--- config.mk ---
export PLATFORM = sky130hd
export DESIGN_NAME = http_host_header_extractor_flat
export DESIGN_NICKNAME = d
export VERILOG_FILES = /design/src/hdl/hhe_pkg.sv /design/src/hdl/hhe_in_if.sv /design/src/hdl/hhe_out_if.sv /design/src/hdl/hhe_cfg_if.sv /design/src/hdl/hhe_front.sv /design/src/hdl/hhe_fifo.sv /design/src/hdl/hhe_back.sv /design/src/hdl/http_host_header_extractor.sv /design/src/flat_wrapper.sv
export SDC_FILE = /design/constraint.sdc
export NUM_CORES = 1
export LEC_CHECK = 0
export ABC_AREA = 1
export BUFFER_PORTS_ARGS = -buffer_cell sky130_fd_sc_hd__buf_4
export CORE_MARGIN = 5
export CORE_UTILIZATION = 39
export CTS_CLUSTER_SIZE = 20
export DETAILED_ROUTE_END_ITERATION = 10
export PLACE_DENSITY_LB_ADDON = 0.1
export SKIP_LAST_GASP = 1
export SYNTH_ARGS = -nofsm -noshare
export SYNTH_HDL_FRONTEND = slang
export SYNTH_SLANG_ARGS = --single-unit
--- constraint.sdc ---
create_clock -name clk -period 3.5 [get_ports clk]
set_input_delay 0.7 -clock clk [delete_from_list [all_inputs] [get_ports clk]]
set_output_delay 0.7 -clock clk [all_outputs]
set_load 0.05 [all_outputs]
--- src/hdl/hhe_pkg.sv ---
package hhe_pkg;

  // Widths of the fixed fields
  localparam int unsigned BYTE_W     = 8;
  localparam int unsigned PORT_W     = 16;
  localparam int unsigned POS_W      = 3;
  localparam int unsigned HOST_LEN_W = 8;

  // Character codes
  localparam logic [BYTE_W-1:0] CH_LF    = 8'h0A;
  localparam logic [BYTE_W-1:0] CH_CR    = 8'h0D;
  localparam logic [BYTE_W-1:0] CH_COLON = 8'h3A;
  localparam logic [BYTE_W-1:0] CH_ZERO  = 8'h30;
  localparam logic [BYTE_W-1:0] CH_NINE  = 8'h39;
  localparam logic [BYTE_W-1:0] CH_H     = 8'h48;
  localparam logic [BYTE_W-1:0] CH_O     = 8'h6F;
  localparam logic [BYTE_W-1:0] CH_S     = 8'h73;
  localparam logic [BYTE_W-1:0] CH_T     = 8'h74;
  localparam logic [BYTE_W-1:0] CH_SPACE = 8'h20;

  localparam logic [POS_W-1:0]  PREFIX_LEN         = 3'd6;
  localparam logic [POS_W-1:0]  POS_SAT            = 3'd7;
  localparam logic [PORT_W-1:0] DEFAULT_PORT_RESET = 16'd80;

  typedef enum logic [1:0] {
    KIND_CHAR      = 2'd0,
    KIND_FOUND     = 2'd1,
    KIND_NOT_FOUND = 2'd2,
    KIND_OVERFLOW  = 2'd3
  } kind_t;

  typedef enum logic [1:0] {
    PH_SEEK     = 2'd0,
    PH_HOST     = 2'd1,
    PH_PORT     = 2'd2,
    PH_PORT_END = 2'd3
  } phase_t;

  // One queued word: an optional main result, optionally followed by not found
  typedef struct packed {
    logic              has_main;
    kind_t             kind;
    logic [BYTE_W-1:0] host_char;
    logic [PORT_W-1:0] port;
    logic              last;
    logic              has_nf;
  } action_t;

  // Expected byte of the "Host: " prefix at a line position
  function automatic logic [BYTE_W-1:0] prefix_char(input logic [POS_W-1:0] pos);
    logic [BYTE_W-1:0] c;
    unique case (pos)
      3'd0:    c = CH_H;
      3'd1:    c = CH_O;
      3'd2:    c = CH_S;
      3'd3:    c = CH_T;
      3'd4:    c = CH_COLON;
      3'd5:    c = CH_SPACE;
      default: c = '0;
    endcase
    return c;
  endfunction

endpackage

--- src/hdl/hhe_in_if.sv ---
interface hhe_in_if import hhe_pkg::*; ();
  logic              valid;
  logic              ready;
  logic [BYTE_W-1:0] data_byte;
  logic              last_byte;

  modport source (output valid, output data_byte, output last_byte, input ready);
  modport sink   (input valid, input data_byte, input last_byte, output ready);
endinterface

--- src/hdl/hhe_out_if.sv ---
interface hhe_out_if import hhe_pkg::*; ();
  logic              valid;
  logic              ready;
  kind_t             kind;
  logic [BYTE_W-1:0] host_char;
  logic [PORT_W-1:0] port;
  logic              last;

  modport source (output valid, output kind, output host_char, output port, output last,
                  input ready);
  modport sink   (input valid, input kind, input host_char, input port, input last,
                  output ready);
endinterface

--- src/hdl/hhe_cfg_if.sv ---
interface hhe_cfg_if import hhe_pkg::*; ();
  logic              valid;
  logic              ready;
  logic [PORT_W-1:0] default_port;

  modport source (output valid, output default_port, input ready);
  modport sink   (input valid, input default_port, output ready);
endinterface

--- src/hdl/hhe_front.sv ---
module hhe_front import hhe_pkg::*; #(
  parameter int unsigned HOST_MAX = 127
) (
  input  logic              clk,
  input  logic              rst_n,
  input  logic              in_valid,
  output logic              in_ready,
  input  logic [BYTE_W-1:0] data_byte,
  input  logic              last_byte,
  input  logic              cfg_valid,
  input  logic [PORT_W-1:0] cfg_port,
  input  logic              q_full,
  output logic              q_push,
  output action_t           q_data
);

  logic [PORT_W-1:0]     default_port_r;
  logic [POS_W-1:0]      pos_r, pos_nxt;
  logic                  pm_r, pm_nxt;
  phase_t                phase_r, phase_nxt;
  logic [PORT_W-1:0]     acc_r, acc_nxt;
  logic [HOST_LEN_W-1:0] len_r, len_nxt;
  logic                  colon_r, colon_nxt;
  logic                  fin_r, fin_nxt;
  logic                  in_acc;
  logic                  in_host;
  action_t               act;

  assign in_ready = !q_full;
  assign in_acc   = in_valid && in_ready;

  // Parse one byte
  always_comb begin
    pos_nxt   = pos_r;
    pm_nxt    = pm_r;
    phase_nxt = phase_r;
    acc_nxt   = acc_r;
    len_nxt   = len_r;
    colon_nxt = colon_r;
    fin_nxt   = fin_r;
    in_host   = 1'b0;
    act       = '0;
    act.kind  = KIND_CHAR;

    if (!fin_r) begin
      in_host = (phase_r != PH_SEEK);
      if (!in_host) begin
        if (data_byte == CH_LF) begin
          pos_nxt   = '0;
          pm_nxt    = 1'b1;
          phase_nxt = PH_SEEK;
          acc_nxt   = '0;
          len_nxt   = '0;
          colon_nxt = 1'b0;
        end else if (pos_r == PREFIX_LEN && pm_r && data_byte != CH_CR) begin
          phase_nxt = PH_HOST;
          pos_nxt   = POS_SAT;
          in_host   = 1'b1;
        end else begin
          if (data_byte == CH_CR) begin
            pm_nxt = 1'b0;
          end else if (pos_r < PREFIX_LEN && data_byte != prefix_char(pos_r)) begin
            pm_nxt = 1'b0;
          end
          if (pos_r < POS_SAT) begin
            pos_nxt = pos_r + 3'd1;
          end
        end
      end

      if (in_host) begin
        if (data_byte == CH_LF) begin
          pos_nxt   = '0;
          pm_nxt    = 1'b1;
          phase_nxt = PH_SEEK;
          acc_nxt   = '0;
          len_nxt   = '0;
          colon_nxt = 1'b0;
        end else if (data_byte == CH_CR) begin
          act.has_main = 1'b1;
          act.kind     = KIND_FOUND;
          act.port     = colon_r ? acc_r : default_port_r;
          act.last     = 1'b1;
          fin_nxt      = 1'b1;
        end else if (phase_nxt == PH_HOST) begin
          if (data_byte == CH_COLON) begin
            colon_nxt = 1'b1;
            phase_nxt = PH_PORT;
          end else if (len_r >= HOST_LEN_W'(HOST_MAX)) begin
            act.has_main = 1'b1;
            act.kind     = KIND_OVERFLOW;
            act.last     = 1'b1;
            fin_nxt      = 1'b1;
          end else begin
            len_nxt       = len_r + 8'd1;
            act.has_main  = 1'b1;
            act.kind      = KIND_CHAR;
            act.host_char = data_byte;
          end
        end else if (phase_nxt == PH_PORT) begin
          if (data_byte >= CH_ZERO && data_byte <= CH_NINE) begin
            // acc * 10 + digit, wrapped to 16 bits
            acc_nxt = {acc_r[12:0], 3'b000} + {acc_r[14:0], 1'b0}
                    + {8'h00, data_byte - CH_ZERO};
          end else begin
            phase_nxt = PH_PORT_END;
          end
        end
      end
    end

    // Close the request
    if (last_byte) begin
      act.has_nf = !fin_nxt;
      pos_nxt    = '0;
      pm_nxt     = 1'b1;
      phase_nxt  = PH_SEEK;
      acc_nxt    = '0;
      len_nxt    = '0;
      colon_nxt  = 1'b0;
      fin_nxt    = 1'b0;
    end
  end

  assign q_push = in_acc && (act.has_main || act.has_nf);
  assign q_data = act;

  // Hold parser state
  always_ff @(posedge clk) begin
    if (!rst_n) begin
      default_port_r <= DEFAULT_PORT_RESET;
      pos_r          <= '0;
      pm_r           <= 1'b1;
      phase_r        <= PH_SEEK;
      acc_r          <= '0;
      len_r          <= '0;
      colon_r        <= 1'b0;
      fin_r          <= 1'b0;
    end else begin
      if (cfg_valid) begin
        default_port_r <= cfg_port;
      end
      if (in_acc) begin
        pos_r   <= pos_nxt;
        pm_r    <= pm_nxt;
        phase_r <= phase_nxt;
        acc_r   <= acc_nxt;
        len_r   <= len_nxt;
        colon_r <= colon_nxt;
        fin_r   <= fin_nxt;
      end
    end
  end

`ifndef NO_ASSERTIONS
  a_fin_quiet: assert property (@(posedge clk) disable iff (!rst_n)
    (fin_r && in_acc && !last_byte) |-> !q_push)
    else $error("word queued after final result");
  a_seek_clean: assert property (@(posedge clk) disable iff (!rst_n)
    (phase_r == PH_SEEK) |-> (len_r == '0 && !colon_r && acc_r == '0))
    else $error("host state left over while seeking");
`endif

endmodule

--- src/hdl/hhe_fifo.sv ---
module hhe_fifo import hhe_pkg::*; #(
  parameter int unsigned DEPTH = 4
) (
  input  logic    clk,
  input  logic    rst_n,
  input  logic    push,
  input  action_t push_data,
  input  logic    pop,
  output action_t pop_data,
  output logic    full,
  output logic    empty
);

  localparam int unsigned PTR_W = (DEPTH > 1) ? $clog2(DEPTH) : 1;
  localparam int unsigned CNT_W = $clog2(DEPTH + 1);

  action_t            mem_r [DEPTH];
  logic [PTR_W-1:0]   wr_r, rd_r;
  logic [CNT_W-1:0]   cnt_r;

  assign full     = (cnt_r == CNT_W'(DEPTH));
  assign empty    = (cnt_r == '0);
  assign pop_data = mem_r[rd_r];

  // Store pushed words
  always_ff @(posedge clk) begin
    if (push) begin
      mem_r[wr_r] <= push_data;
    end
  end

  // Advance pointers and count
  always_ff @(posedge clk) begin
    if (!rst_n) begin
      wr_r  <= '0;
      rd_r  <= '0;
      cnt_r <= '0;
    end else begin
      if (push) begin
        wr_r <= (wr_r == PTR_W'(DEPTH - 1)) ? '0 : wr_r + PTR_W'(1);
      end
      if (pop) begin
        rd_r <= (rd_r == PTR_W'(DEPTH - 1)) ? '0 : rd_r + PTR_W'(1);
      end
      if (push && !pop) begin
        cnt_r <= cnt_r + CNT_W'(1);
      end else if (pop && !push) begin
        cnt_r <= cnt_r - CNT_W'(1);
      end
    end
  end

`ifndef NO_ASSERTIONS
  a_no_overrun: assert property (@(posedge clk) disable iff (!rst_n) !(push && full))
    else $error("push into full queue");
  a_no_underrun: assert property (@(posedge clk) disable iff (!rst_n) !(pop && empty))
    else $error("pop from empty queue");
`endif

endmodule

--- src/hdl/hhe_back.sv ---
module hhe_back import hhe_pkg::*; (
  input  logic              clk,
  input  logic              rst_n,
  input  logic              q_empty,
  input  action_t           q_data,
  output logic              q_pop,
  output logic              out_valid,
  input  logic              out_ready,
  output kind_t             out_kind,
  output logic [BYTE_W-1:0] out_host_char,
  output logic [PORT_W-1:0] out_port,
  output logic              out_last
);

  logic              vld_r;
  logic              pend_r;
  kind_t             kind_r;
  logic [BYTE_W-1:0] char_r;
  logic [PORT_W-1:0] port_r;
  logic              last_r;
  logic              load;

  assign load  = !vld_r || out_ready;
  assign q_pop = load && !pend_r && !q_empty;

  // Control: valid and pending not-found
  always_ff @(posedge clk) begin
    if (!rst_n) begin
      vld_r  <= 1'b0;
      pend_r <= 1'b0;
    end else if (load) begin
      if (pend_r) begin
        vld_r  <= 1'b1;
        pend_r <= 1'b0;
      end else if (!q_empty) begin
        vld_r  <= 1'b1;
        pend_r <= q_data.has_main && q_data.has_nf;
      end else begin
        vld_r <= 1'b0;
      end
    end
  end

  // Payload: main result first, not found after it
  always_ff @(posedge clk) begin
    if (load) begin
      if (pend_r || (!q_empty && !q_data.has_main)) begin
        kind_r <= KIND_NOT_FOUND;
        char_r <= '0;
        port_r <= '0;
        last_r <= 1'b1;
      end else if (!q_empty) begin
        kind_r <= q_data.kind;
        char_r <= q_data.host_char;
        port_r <= q_data.port;
        last_r <= q_data.last;
      end
    end
  end

  assign out_valid     = vld_r;
  assign out_kind      = kind_r;
  assign out_host_char = char_r;
  assign out_port      = port_r;
  assign out_last      = last_r;

`ifndef NO_ASSERTIONS
  a_pend_shown: assert property (@(posedge clk) disable iff (!rst_n) pend_r |-> vld_r)
    else $error("pending not-found without a result shown");
  a_pend_blocks: assert property (@(posedge clk) disable iff (!rst_n) pend_r |-> !q_pop)
    else $error("queue popped while a not-found is pending");
`endif

endmodule

--- src/hdl/http_host_header_extractor.sv ---
// A byte's result is written into the queue and then loaded into the output register.
// Throughput: one byte per cycle while the queue is not full; a byte that yields a
// host character and a not-found result shows both words on the output register in turn.
// A FIFO_DEPTH-word queue between the parser and the output stage absorbs stalls.
// Reset (rst_n, synchronous, active low) clears the parser, the queue and the
// output; default_port returns to 80.
module http_host_header_extractor import hhe_pkg::*; #(
  parameter int unsigned HOST_MAX   = 127,
  parameter int unsigned FIFO_DEPTH = 4
) (
  input  logic      clk,
  input  logic      rst_n,
  hhe_in_if.sink    in_if,
  hhe_out_if.source out_if,
  hhe_cfg_if.sink   cfg_if
);

  logic    q_full, q_empty, q_push, q_pop;
  action_t q_wdata, q_rdata;
  kind_t   out_kind;

  assign cfg_if.ready = 1'b1;

  hhe_front #(.HOST_MAX(HOST_MAX)) u_front (
    .clk       (clk),
    .rst_n     (rst_n),
    .in_valid  (in_if.valid),
    .in_ready  (in_if.ready),
    .data_byte (in_if.data_byte),
    .last_byte (in_if.last_byte),
    .cfg_valid (cfg_if.valid),
    .cfg_port  (cfg_if.default_port),
    .q_full    (q_full),
    .q_push    (q_push),
    .q_data    (q_wdata)
  );

  hhe_fifo #(.DEPTH(FIFO_DEPTH)) u_fifo (
    .clk       (clk),
    .rst_n     (rst_n),
    .push      (q_push),
    .push_data (q_wdata),
    .pop       (q_pop),
    .pop_data  (q_rdata),
    .full      (q_full),
    .empty     (q_empty)
  );

  hhe_back u_back (
    .clk           (clk),
    .rst_n         (rst_n),
    .q_empty       (q_empty),
    .q_data        (q_rdata),
    .q_pop         (q_pop),
    .out_valid     (out_if.valid),
    .out_ready     (out_if.ready),
    .out_kind      (out_kind),
    .out_host_char (out_if.host_char),
    .out_port      (out_if.port),
    .out_last      (out_if.last)
  );

  assign out_if.kind = out_kind;

endmodule

--- src/flat_wrapper.sv ---
// flat-port wrapper written by rule: the top's interface ports become plain ports
module http_host_header_extractor_flat import hhe_pkg::*;
#(
  parameter int unsigned HOST_MAX   = 127,
  parameter int unsigned FIFO_DEPTH = 4
)
  (clk, rst_n, in_if_valid, in_if_data_byte, in_if_last_byte, in_if_ready, out_if_valid, out_if_kind, out_if_host_char, out_if_port, out_if_last, out_if_ready, cfg_if_valid, cfg_if_default_port, cfg_if_ready);
  hhe_in_if in_if_i ();
  hhe_out_if out_if_i ();
  hhe_cfg_if cfg_if_i ();
  input  logic clk;
  input  logic rst_n;
  input wire logic [$bits(in_if_i.valid)-1:0] in_if_valid;
  input wire logic [$bits(in_if_i.data_byte)-1:0] in_if_data_byte;
  input wire logic [$bits(in_if_i.last_byte)-1:0] in_if_last_byte;
  output wire logic [$bits(in_if_i.ready)-1:0] in_if_ready;
  output wire logic [$bits(out_if_i.valid)-1:0] out_if_valid;
  output wire logic [$bits(out_if_i.kind)-1:0] out_if_kind;
  output wire logic [$bits(out_if_i.host_char)-1:0] out_if_host_char;
  output wire logic [$bits(out_if_i.port)-1:0] out_if_port;
  output wire logic [$bits(out_if_i.last)-1:0] out_if_last;
  input wire logic [$bits(out_if_i.ready)-1:0] out_if_ready;
  input wire logic [$bits(cfg_if_i.valid)-1:0] cfg_if_valid;
  input wire logic [$bits(cfg_if_i.default_port)-1:0] cfg_if_default_port;
  output wire logic [$bits(cfg_if_i.ready)-1:0] cfg_if_ready;
  assign in_if_i.valid = in_if_valid;
  assign in_if_i.data_byte = in_if_data_byte;
  assign in_if_i.last_byte = in_if_last_byte;
  assign in_if_ready = in_if_i.ready;
  assign out_if_valid = out_if_i.valid;
  assign out_if_kind = out_if_i.kind;
  assign out_if_host_char = out_if_i.host_char;
  assign out_if_port = out_if_i.port;
  assign out_if_last = out_if_i.last;
  assign out_if_i.ready = out_if_ready;
  assign cfg_if_i.valid = cfg_if_valid;
  assign cfg_if_i.default_port = cfg_if_default_port;
  assign cfg_if_ready = cfg_if_i.ready;
  http_host_header_extractor #(.HOST_MAX(HOST_MAX), .FIFO_DEPTH(FIFO_DEPTH)) u_core (.clk(clk), .rst_n(rst_n), .in_if(in_if_i), .out_if(out_if_i), .cfg_if(cfg_if_i));
endmodule
Word level (Yosys, flattened, before mapping) --
Memories as Yosys holds them, arrays and structs flattened. A register that Yosys moved wholly into a read port is not among the register bits. Index checks and enable logic that the tools add are counted.
Storage, ports and cells: register bits 84, memory bits (writable) 116, input port bits 30, output and inout bits 30, word-level logic and storage cells 184, memories kept 1
Operators by class: $add $sub $neg 9, magnitude comparators 5, eq/ne operators 18, muxes and demuxes 105, reductions and logical operators 29
Memories:
- u_core.u_fifo.mem_r | words 4, bits a word 29, read ports 1, clocked after Yosys merged registers in 1, write ports 1, RTL line hhe_fifo.sv:17 | action_t mem_r [DEPTH];
Operator list (count):
- $mux 16 | 13
- $mux 8 | 18
- $mux 28 | 3
- $pmux 7 s6 | 1
- $mux 1 | 38
- $mux 2 | 19
- $mux 3 | 11
- $mux 11 | 2
- $add 16x16->16 | 1
- $add 16x8->16 | 1
- $eq 8x4->1 const B | 2
- $eq 3x3->1 const B | 4
- $logic_and 1x1->1 | 12
- $add 8x1->8 const B | 1
- $eq 8x6->1 const B | 1
- $ge 8x6->1 const B | 1
- $ge 8x7->1 const B | 1
- $le 8x6->1 const B | 1
- $logic_not 1->1 | 8
- $ne 8x4->1 const B | 1
- $ne 8x8->1 | 1
- $sub 8x6->8 const B | 1
- $add 3x1->3 const B | 2
- $eq 2x2->1 const B | 3
- 12 further kinds | 20

Longest topological paths before layout --
Gate-level depths: netlist (run 1).
depth in word-level cells 21, depth in mapped cells 20, mapped depth without buffers 20

Cells and area by module --
A second synthesis (run 1) with hierarchy kept.
Unflattened totals: cells, all modules 1085, area total of the unflattened synthesis 10364.9 um^2
By module, submodules not included:
- hhe_fifo | instances 1, cells each 340, area an instance 5068.6 um^2, sequential area each 3663.5 um^2
- hhe_front | instances 1, cells each 643, area an instance 4127.7 um^2, sequential area each 960.9 um^2
- hhe_back | instances 1, cells each 100, area an instance 1157.4 um^2, sequential area each 850.8 um^2
- http_host_header_extractor | instances 1, cells each 2, area an instance 11.3 um^2, sequential area each 0.0 um^2

Worst setup path after synthesis (run 1) --
Ideal clock, no wire load.
path kind input to register, from in in_if_data_byte[4], to mem u_core.u_fifo.mem_r[0][0] in the netlist's numbering (enable), setup time 0.415 ns, arrival time 3.204 ns, required time 3.085 ns, setup slack -0.119 ns, stages 13, buffers on the path 1, cell sequence inv_1 -> ha_1 -> inv_1 -> nor2_1 -> nand2_2 -> buf_6 -> nand2_2 -> a21oi_4 -> nand2_1 -> nand4_1 -> nand2_1 -> nand2_1 -> nor2_1
On the way: word-level cells in the longest chain between the ends 18, elaborated cells between the ends (all ways) 32, those cells by class eq/ne: 5; mux: 23; reduce/logical: 4
Ends and longest elaborated chain:
- start: declaration | RTL line flat_wrapper.sv:14 | input wire logic [$bits(in_if_i.data_byte)-1:0] in_if_data_byte;
- $ne 8x4->1 | RTL line hhe_front.sv:55 | end else if (pos_r == PREFIX_LEN && pm_r && data_byte != CH_CR) begin
- $logic_and 1x1->1 | RTL line hhe_front.sv:55
- $mux 2 | RTL line hhe_front.sv:55
- $mux 2 | RTL line hhe_front.sv:48 | if (data_byte == CH_LF) begin
- $mux 2 | RTL line hhe_front.sv:47 | if (!in_host) begin
- $mux 2 | RTL line hhe_front.sv:45 | if (!fin_r) begin
- $eq 2x1->1 | RTL line hhe_front.sv:85 | end else if (phase_nxt == PH_HOST) begin
- $mux 1 | RTL line hhe_front.sv:85
- (+2 left out)
- $mux 1 | RTL line hhe_front.sv:71 | if (in_host) begin
- $mux 1 | RTL line hhe_front.sv:45
- $logic_not 1->1 | RTL line hhe_front.sv:114 | act.has_nf = !fin_nxt;
- $mux 1 | RTL line hhe_front.sv:113 | if (last_byte) begin
- $logic_or 1x1->1 (*) | RTL line hhe_front.sv:125 | assign q_push = in_acc && (act.has_main || act.has_nf);
- $logic_and 1x1->1 (*) | RTL line hhe_front.sv:125
- $mux 1 (*) | RTL line hhe_fifo.sv:27 | if (push) begin
- $mux 1 (implied by the code) (*) | RTL line hhe_fifo.sv:28 | mem_r[wr_r] <= push_data;
- end: declaration | RTL line hhe_fifo.sv:17
Mark *: on every way between the ends. The rest lies on a longest branch, timed or not. The select of a mux whose other input is x is not followed.

Worst setup path in the final report (run 1) --
from reg u_core.u_front.pos_r[0], to reg u_core.u_fifo.cnt_r[2]
On the way: word-level cells in the longest chain between the ends 20, elaborated cells between the ends (all ways) 31, those cells by class eq/ne: 2; mux: 20; reduce/logical: 9
Ends and longest elaborated chain:
- start: declaration | RTL line hhe_front.sv:18 | logic [POS_W-1:0] pos_r, pos_nxt;
- start signal: assignment | RTL line hhe_front.sv:144 | pos_r <= pos_nxt;
- $eq 3x3->1 (*) | RTL line hhe_front.sv:55
- $logic_and 1x1->1 (*) (2 in a row) | RTL line hhe_front.sv:55
- $mux 2 | RTL line hhe_front.sv:55
- $mux 2 | RTL line hhe_front.sv:48
- $mux 2 | RTL line hhe_front.sv:47
- $mux 2 | RTL line hhe_front.sv:45
- $eq 2x1->1 | RTL line hhe_front.sv:85
- $mux 1 | RTL line hhe_front.sv:85
- (+4 left out)
- $logic_not 1->1 | RTL line hhe_front.sv:114
- $mux 1 | RTL line hhe_front.sv:113
- $logic_or 1x1->1 (*) | RTL line hhe_front.sv:125
- $logic_and 1x1->1 (*) | RTL line hhe_front.sv:125
- net u_core.q_push | RTL line http_host_header_extractor.sv:18 | logic q_full, q_empty, q_push, q_pop;
- $logic_not 1->1 | RTL line hhe_fifo.sv:47 | end else if (pop && !push) begin
- $logic_and 1x1->1 | RTL line hhe_fifo.sv:47
- $reduce_bool 2->1 (no source line)
- end signal: assignment | RTL line hhe_fifo.sv:46 | cnt_r <= cnt_r + CNT_W'(1);
- end signal: assignment | RTL line hhe_fifo.sv:48 | cnt_r <= cnt_r - CNT_W'(1);
- end: declaration | RTL line hhe_fifo.sv:19 | logic [CNT_W-1:0] cnt_r;
The timed path passes the listed nets; every way through them passes the cells marked *. The select of a mux whose other input is x is not followed. A chain may end at the register's enable or synchronous reset.

==> impl_metrics.json, run 1 <==
{
  "synth-seq-area-share_pct": 56.38,
  "dr.pass1.iters": 5,
  "diodes": 0,
  "post_cts_resized": 0,
  "path_max_fanout": 7,
  "die_w_um": 167.8,
  "cellPowerDensity_nw_per_um2": 679.2,
  "start_util_pct": 39.81,
  "worstSetupEndpointType": "register",
  "htree_levels": 1,
  "path_delay_family": "simple AND/OR/NAND/NOR gates",
  "fin_ws_ps": 577.0,
  "finalCriticalPeriod_ps": 2923,
  "finalCritPeriodShare_pct": 83.51,
  "fp-row-count": 57,
  "nets": 1180,
  "crit_buf_inv": 3,
  "routed_wl_um": 23650,
  "cts_hold_buf": 0,
  "drive_gt1_share_pct": 12.02,
  "grt_max_degree": 45,
  "drc_errors": 0,
  "core_um2": 24390,
  "cts_root_buf": "clkbuf_16",
  "clk_latency_ps": 520,
  "drv_slew": 0,
  "cp.arrival_ps": 3330,
  "rsz0062_at_grt": "no",
  "syn-cell-area_um2": 9711,
  "io_pins": 60,
  "p_leak_nw": 4.342,
  "via_per_inst": 5.058,
  "dp_hpwl_um": 15950,
  "slew-limit-headroom_pct": 36.46,
  "grt_pass1_vias": 7062,
  "place_ws_ps": 138.7,
  "clock_sinks": 202,
  "post_cts_buffers": 0,
  "drtAntennaViolNets": 0,
  "synth-seq-cells": 202,
  "die_area_um2": 28160,
  "cp_cell_sequence": "inv_1 -> ha_1 -> and3_1 -> nand3_1 -> nand2_2 -> nand3_2 -> nand2_1 -> nand3_1 -> nand2_1 -> nand2_1 -> inv_1 -> ha_1 -> inv_1 -> fa_1 -> a21oi_1 -> o21ai_0 -> o21ai_0 -> a21oi_1",
  "antenna_found_initial": 0,
  "vias": 7319,
  "synth_area_per_cell_um2": 9.337,
  "yosysUniqueCellTypes": 47,
  "fmax_ghz": 0.3421,
  "status": "completed",
  "grt_use_total_pct": 16.50,
  "drtIter0Drc": 412,
  "power_mw": 7.719,
  "gp_routability_congestion": 0.8954,
  "crit_type": "reg -> reg",
  "grt_pass1_wl_um": 37610,
  "clk_path_buf_depth": 3,
  "tritoncts": "done",
  "clock_skew_ps": 9.494,
  "cap_viol_max_count": 0,
  "hold_viol_final": 0,
  "slowest_delay_ps": 430,
  "synth_enable_flop_cells": 143,
  "synth-async-reset-ratio_pct": 0,
  "area_growth_pct": 17.03,
  "design_area_um2": 11360,
  "clk_pin_slew_ps": 60,
  "cp.required_ps": 3910,
  "cts_made_buffers": 23,
  "die_height_um": 167.8,
  "ir_worst_vdd_mv": 0.4557,
  "synthCells": 1040,
  "finalSetupViolations": 0,
  "post_dp_cell_area_um2": 10630,
  "tightest_slew_ps": 951.9,
  "min_path_type": "in -> reg",
  "yosysWarnings": 0,
  "ys.flop_type": "edfxtp_1",
  "synth_fp_nets": 1113,
  "start_kind": "register",
  "cp_slowest_cell": "fa_1",
  "grt_overflow": 0,
  "numPortBuffers": 58,
  "drt-wirelength-per-cell_um": 16.34
}
[cell families (layout without fill, tap and decap cells)]
logic type      count (synthesis)  in the layout  synth area share [%]
xor+xnor                       12             12                 1.082
simple gates                  421            421                 17.88
compound gates                219            219                 12.28
mux                             8              8                0.8247
other cells                     1              1               0.03862
fa+ha+maj                      43             43                 6.082
flops                         202            202                 56.38
buf+inv                       134            217                 5.425
[synthesized netlist by cell type, types with 4 or more instances]
cell | n | area (µm²)
inv_1 | 90 | 337.8
o22ai_1 | 7 | 43.79
nor2_1 | 189 | 709.4
xnor2_1 | 6 | 52.55
ha_1 | 36 | 450.4
edfxtp_1 | 143 | 4294
a211oi_1 | 9 | 67.56
a21oi_1 | 78 | 390.4
o2111ai_1 | 4 | 35.03
nand2_2 | 4 | 25.02
buf_1 | 6 | 22.52
nand4_1 | 7 | 43.79
nand3_1 | 44 | 220.2
mux2i_1 | 8 | 80.08
nor3_1 | 14 | 70.07
nand2_1 | 150 | 563.0
o21ai_0 | 100 | 500.5
buf_2 | 4 | 20.02
fa_1 | 7 | 140.1
xor2_1 | 6 | 52.55
clkbuf_1 | 28 | 105.1
dfxtp_1 | 59 | 1181
o21ai_1 | 7 | 35.03
[metal layers]
layer	wire length, µm	GRT usage [%]	part of all wire (%)
met3	898	2.251	3.8
met5	0	0	0
met2	11250	28.14	48
met1	11000	22.31	46
met4	508	4.164	2.1
[cells in the final DEF, fill, tap and decap left out, types with 9 or more instances in the layout]
cell / instances
a211oi_1: 9
clkbuf_16: 23
o21ai_0: 100
nor3_1: 14
edfxtp_1: 143
a21oi_1: 78
nand3_1: 44
nand2_1: 150
nor2_1: 185
dfxtp_1: 58
buf_4: 79
inv_1: 90
ha_1: 36
[final timing paths]
check	from	endpoint	slack [ps]	cells after the start
worst max-delay path	u_core.u_front.pos_r[0]$_SDFFE_PN0P_	u_core.u_fifo.cnt_r[2]$_SDFFE_PN0P_	580	18
worst min-delay path	cfg_if_default_port[4]	u_core.u_front.default_port_r[4]$_SDFFE_PN1P_	400	3
worst max register to register	u_core.u_front.pos_r[0]$_SDFFE_PN0P_	u_core.u_fifo.cnt_r[2]$_SDFFE_PN0P_	580	18
worst min register to register	u_core.u_front.len_r[7]$_SDFFE_PN0P_	u_core.u_front.len_r[7]$_SDFFE_PN0P_	470	2
[power by group]
part	leakage (nW)	switching, mW	internal [mW]
clock	0.360	0.950	1.40
combinational	2.30	1.63	0.627
sequential	1.69	0.132	2.97
total	4.34	2.72	5.00
[layout make-up]
cell class / instances / area [µm²]
fillers: 2342 / 13030
inverters: 93 / 349.1
clock inverters: 11 / 116.4
flip-flops and latches: 202 / 5477
well taps: 324 / 405.4
clock buffers: 30 / 621.8
multi-input cells: 704 / 3722
repair buffers: 83 / 673.1
[stage by stage]
stage / hold slack, ps / std cells / utilization (%) / setup TNS, ps
finish: 396.5 / 1447 / 46.59 / 0
global route: 391.3 / 1447 / 46.59 / 0
CTS: 375.9 / 1447 / 46.59 / 0
detailed placement: 460.2 / 1406 / 43.57 / 0
global placement: 455.3 / 1406 / 43.57 / 0
floorplan: 429.6 / 1040 / - / -13810
[sequential cells by signal, summed over array words and instances (netlist names), named ones only]
register / flops
u_core.u_back.out_valid: 1
u_core.u_back.out_port: 16
u_core.u_front.colon_r: 1
u_core.u_front.pos_r: 3
u_core.u_back.pend_r: 1
u_core.u_back.out_host_char: 8
u_core.u_front.len_r: 8
u_core.u_back.out_kind: 2
u_core.u_front.fin_r: 1
u_core.u_fifo.rd_r: 2
u_core.u_fifo.wr_r: 2
u_core.u_fifo.mem_r: 116
u_core.u_back.out_last: 1
u_core.u_front.default_port_r: 16
u_core.u_front.phase_r: 2
u_core.u_fifo.cnt_r: 3
u_core.u_front.pm_r: 1
u_core.u_front.acc_r: 16
[worst register-to-register path: cells and delay by family, from the launching register on]
| family | cells | cell delay, ps |
|---|---|---|
| AOI/OAI and AO/OA | 4 | 450 |
| DFF | 1 | 370 |
| adders and majority gates | 3 | 750 |
| and+or+nand+nor | 8 | 990 |
| buffers and inverters | 3 | 240 |
No activity file was read; power rests on OpenSTA's default activity.
==> run 2: changes to the inputs <==
Clock period 3.5 ns to 3 ns, I/O delays scaled along.
==> run 2 against run 1 <==
Effect of this change:
- hold slack got worse by 98 ps
- register-to-register slack got worse by 310 ps
- sequential share of layout area decreased by 2.2 points
- critical path type unchanged
- critical endpoint unchanged
- largest cell class unchanged
==> impl_metrics.json, run 2 (synthesis results as in run 1) <==
{
  "reg2reg_setup_slack_ps": 270,
  "p_leak_nw": 4.662,
  "status": "completed",
  "routed_wl_um": 24360,
  "slew-limit-headroom_pct": 24.34,
  "io_pins": 60,
  "post_cts_buffers": 0,
  "dr.pass1.iters": 7,
  "fillers": 2317,
  "slowest_delay_ps": 430,
  "start_kind": "register",
  "drtAntennaViolNets": 0,
  "fin_util_pct": 48.84,
  "clock_sinks": 202,
  "tritoncts": "done",
  "fin_ws_ps": 265.6,
  "grt_max_degree": 57,
  "cts_root_buf": "clkbuf_16",
  "core_um2": 24390,
  "tightest_slew_ps": 1134,
  "antenna_found_initial": 0,
  "rsz0062_at_grt": "no",
  "fmax_ghz": 0.3657,
  "cellPowerDensity_nw_per_um2": 794.6,
  "crit_type": "reg -> reg",
  "rr_worst_depth": 17,
  "min_path_type": "in -> reg",
  "crit_buf_inv": 3,
  "via_per_inst": 4.957,
  "start_util_pct": 39.81,
  "path_delay_family": "simple AND/OR/NAND/NOR gates",
  "die_height_um": 167.8,
  "nets": 1233,
  "regMostFlops": "u_core.u_fifo.mem_r",
  "hold_path_end": "u_core.u_front.default_port_r[0]$_SDFFE_PN0P_",
  "die_w_um": 167.8,
  "r2r_end": "u_core.u_fifo.cnt_r[2]$_SDFFE_PN0P_",
  "min-delay-start": "cfg_if_default_port[0]",
  "hold_depth": 3,
  "numPortBuffers": 58,
  "drive_gt1_share_pct": 17.42,
  "drtIter0Drc": 518,
  "layout_common_cells": "nor2_1 (183), nand2_1 (148), edfxtp_1 (143)",
  "fp-row-count": 57,
  "place_ws_ps": -282.0,
  "grt_overflow": 0,
  "dp_hpwl_um": 16560,
  "grt_pass1_vias": 7242,
  "cap_viol_max_count": 0,
  "final_common_cell": "nor2_1",
  "vias": 7441,
  "cp_slowest_cell": "fa_1",
  "ir_worst_vdd_mv": 0.4967,
  "finalCriticalPeriod_ps": 2734,
  "clk_pin_slew_ps": 60,
  "reg2reg_from": "u_core.u_front.pos_r[0]$_SDFFE_PN0P_",
  "area_growth_pct": 22.68,
  "finalCritPeriodShare_pct": 91.15,
  "clk_latency_ps": 520,
  "drv_slew": 0,
  "path_max_fanout": 4,
  "gp_routability_congestion": 0.9102,
  "grt_pass1_wl_um": 39320,
  "clk_path_buf_depth": 3,
  "drc_errors": 0,
  "cp_cell_sequence": "inv_1 -> ha_2 -> and3_1 -> nand3_1 -> nand2_2 -> nand4_1 -> nand4_1 -> nand2_2 -> nand2_2 -> inv_1 -> ha_1 -> inv_1 -> fa_1 -> a21oi_1 -> o21ai_1 -> o21ai_1 -> a21oi_1",
  "finalSetupViolations": 0,
  "grt_use_total_pct": 17.23,
  "drt-wirelength-per-cell_um": 16.23,
  "cp.required_ps": 3400,
  "worstSetupEndpointType": "register",
  "cp.arrival_ps": 3140,
  "hold_viol_final": 0,
  "largest_reg_flops": 116,
  "die_area_um2": 28160,
  "cts_made_buffers": 23,
  "clock_skew_ps": 8.729,
  "htree_levels": 1,
  "diodes": 0,
  "power_mw": 9.465
}
[run 2: cell count changes in the layout (fill, tap and decap cells not counted), sizes merged]
cell,before,now
clkinvlp,0,2
bufinv,2,6
buf,83,136
clkbuf,30,25
[run 2: power by group]
group          leakage [nW]  switching (mW)  internal (mW)  total [mW]
clock                 0.421            1.18           1.99        3.17
combinational          2.55            1.95          0.754        2.70
sequential             1.69           0.114           3.47        3.59
total                  4.66            3.25           6.22        9.47
[run 2: worst max-delay path by stage]
stage,start,to,slack [ps],cells after the start
6_report,u_core.u_front.pos_r[0]$_SDFFE_PN0P_,u_core.u_fifo.cnt_r[2]$_SDFFE_PN0P_,270,17
2_1_floorplan,in_if_data_byte[4],u_core.u_fifo.cnt_r[2]$_SDFFE_PN0P_,40,20
3_3_place_gp,in_if_data_byte[6],u_core.u_fifo.cnt_r[2]$_SDFFE_PN0P_,-230,20
5_1_grt,u_core.u_front.pos_r[0]$_SDFFE_PN0P_,u_core.u_fifo.cnt_r[2]$_SDFFE_PN0P_,30,17
4_1_cts,u_core.u_front.pos_r[0]$_SDFFE_PN0P_,u_core.u_fifo.cnt_r[2]$_SDFFE_PN0P_,140,17
3_5_place_dp,in_if_data_byte[5],u_core.u_fifo.cnt_r[2]$_SDFFE_PN0P_,-280,20
[run 2: final cells by class]
type / instances / area (µm²) / share of cell area, %
inverter: 93 / 349.1 / 2.930
timing repair buffer: 136 / 1071 / 8.991
sequential: 202 / 5477 / 45.97
clock inverter: 17 / 267.8 / 2.248
clock buffer: 25 / 603.1 / 5.062
multi-input combinational: 704 / 3740 / 31.39
tap: 324 / 405.4 / 3.403
[run 2: what timing repair did]
action                                  4_1_cts  5_1_grt
hold endpoints to repair                      0        0
resized for setup                             0        5
endpoints found under the setup margin        0        2
hold buffers                                  0        0
[run 2: metrics by stage]
| step | instance area, µm² | std cells | setup TNS (ps) | hold slack (ps) |
|---|---|---|---|---|
| 5_1_grt | 11910 | 1501 | 0 | 291.5 |
| 3_3_place_gp | 11030 | 1459 | -1706 | 441.1 |
| 2_1_floorplan | 9728 | 1040 | 0 | 429.6 |
| 6_report | 11910 | 1501 | 0 | 299.0 |
| 3_5_place_dp | 11030 | 1459 | -2115 | 445.9 |
| 4_1_cts | 11900 | 1501 | 0 | 278.7 |
[run 2: routing by layer]
| metal | vias up | GRT usage, % | part of all wire [%] |
|---|---|---|---|
| li1 | 3791 | - | - |
| met1 | 3495 | 24.59 | 48 |
| met2 | 123 | 28.21 | 46 |
| met3 | 32 | 2.321 | 3.7 |
| met4 | 0 | 3.776 | 2.0 |
| met5 | - | 0 | 0 |
[run 2: worst reg2reg max path: stages, from the launching register on]
cell and delay, ps:
dfxtp_1 320, inv_1 60, ha_2 210, and3_1 210
nand3_1 100, nand2_2 80, nand4_1 130, nand4_1 160
nand2_2 130, nand2_2 90, inv_1 70, ha_1 130
inv_1 70, fa_1 430, a21oi_1 150, o21ai_1 100
o21ai_1 130, a21oi_1 50
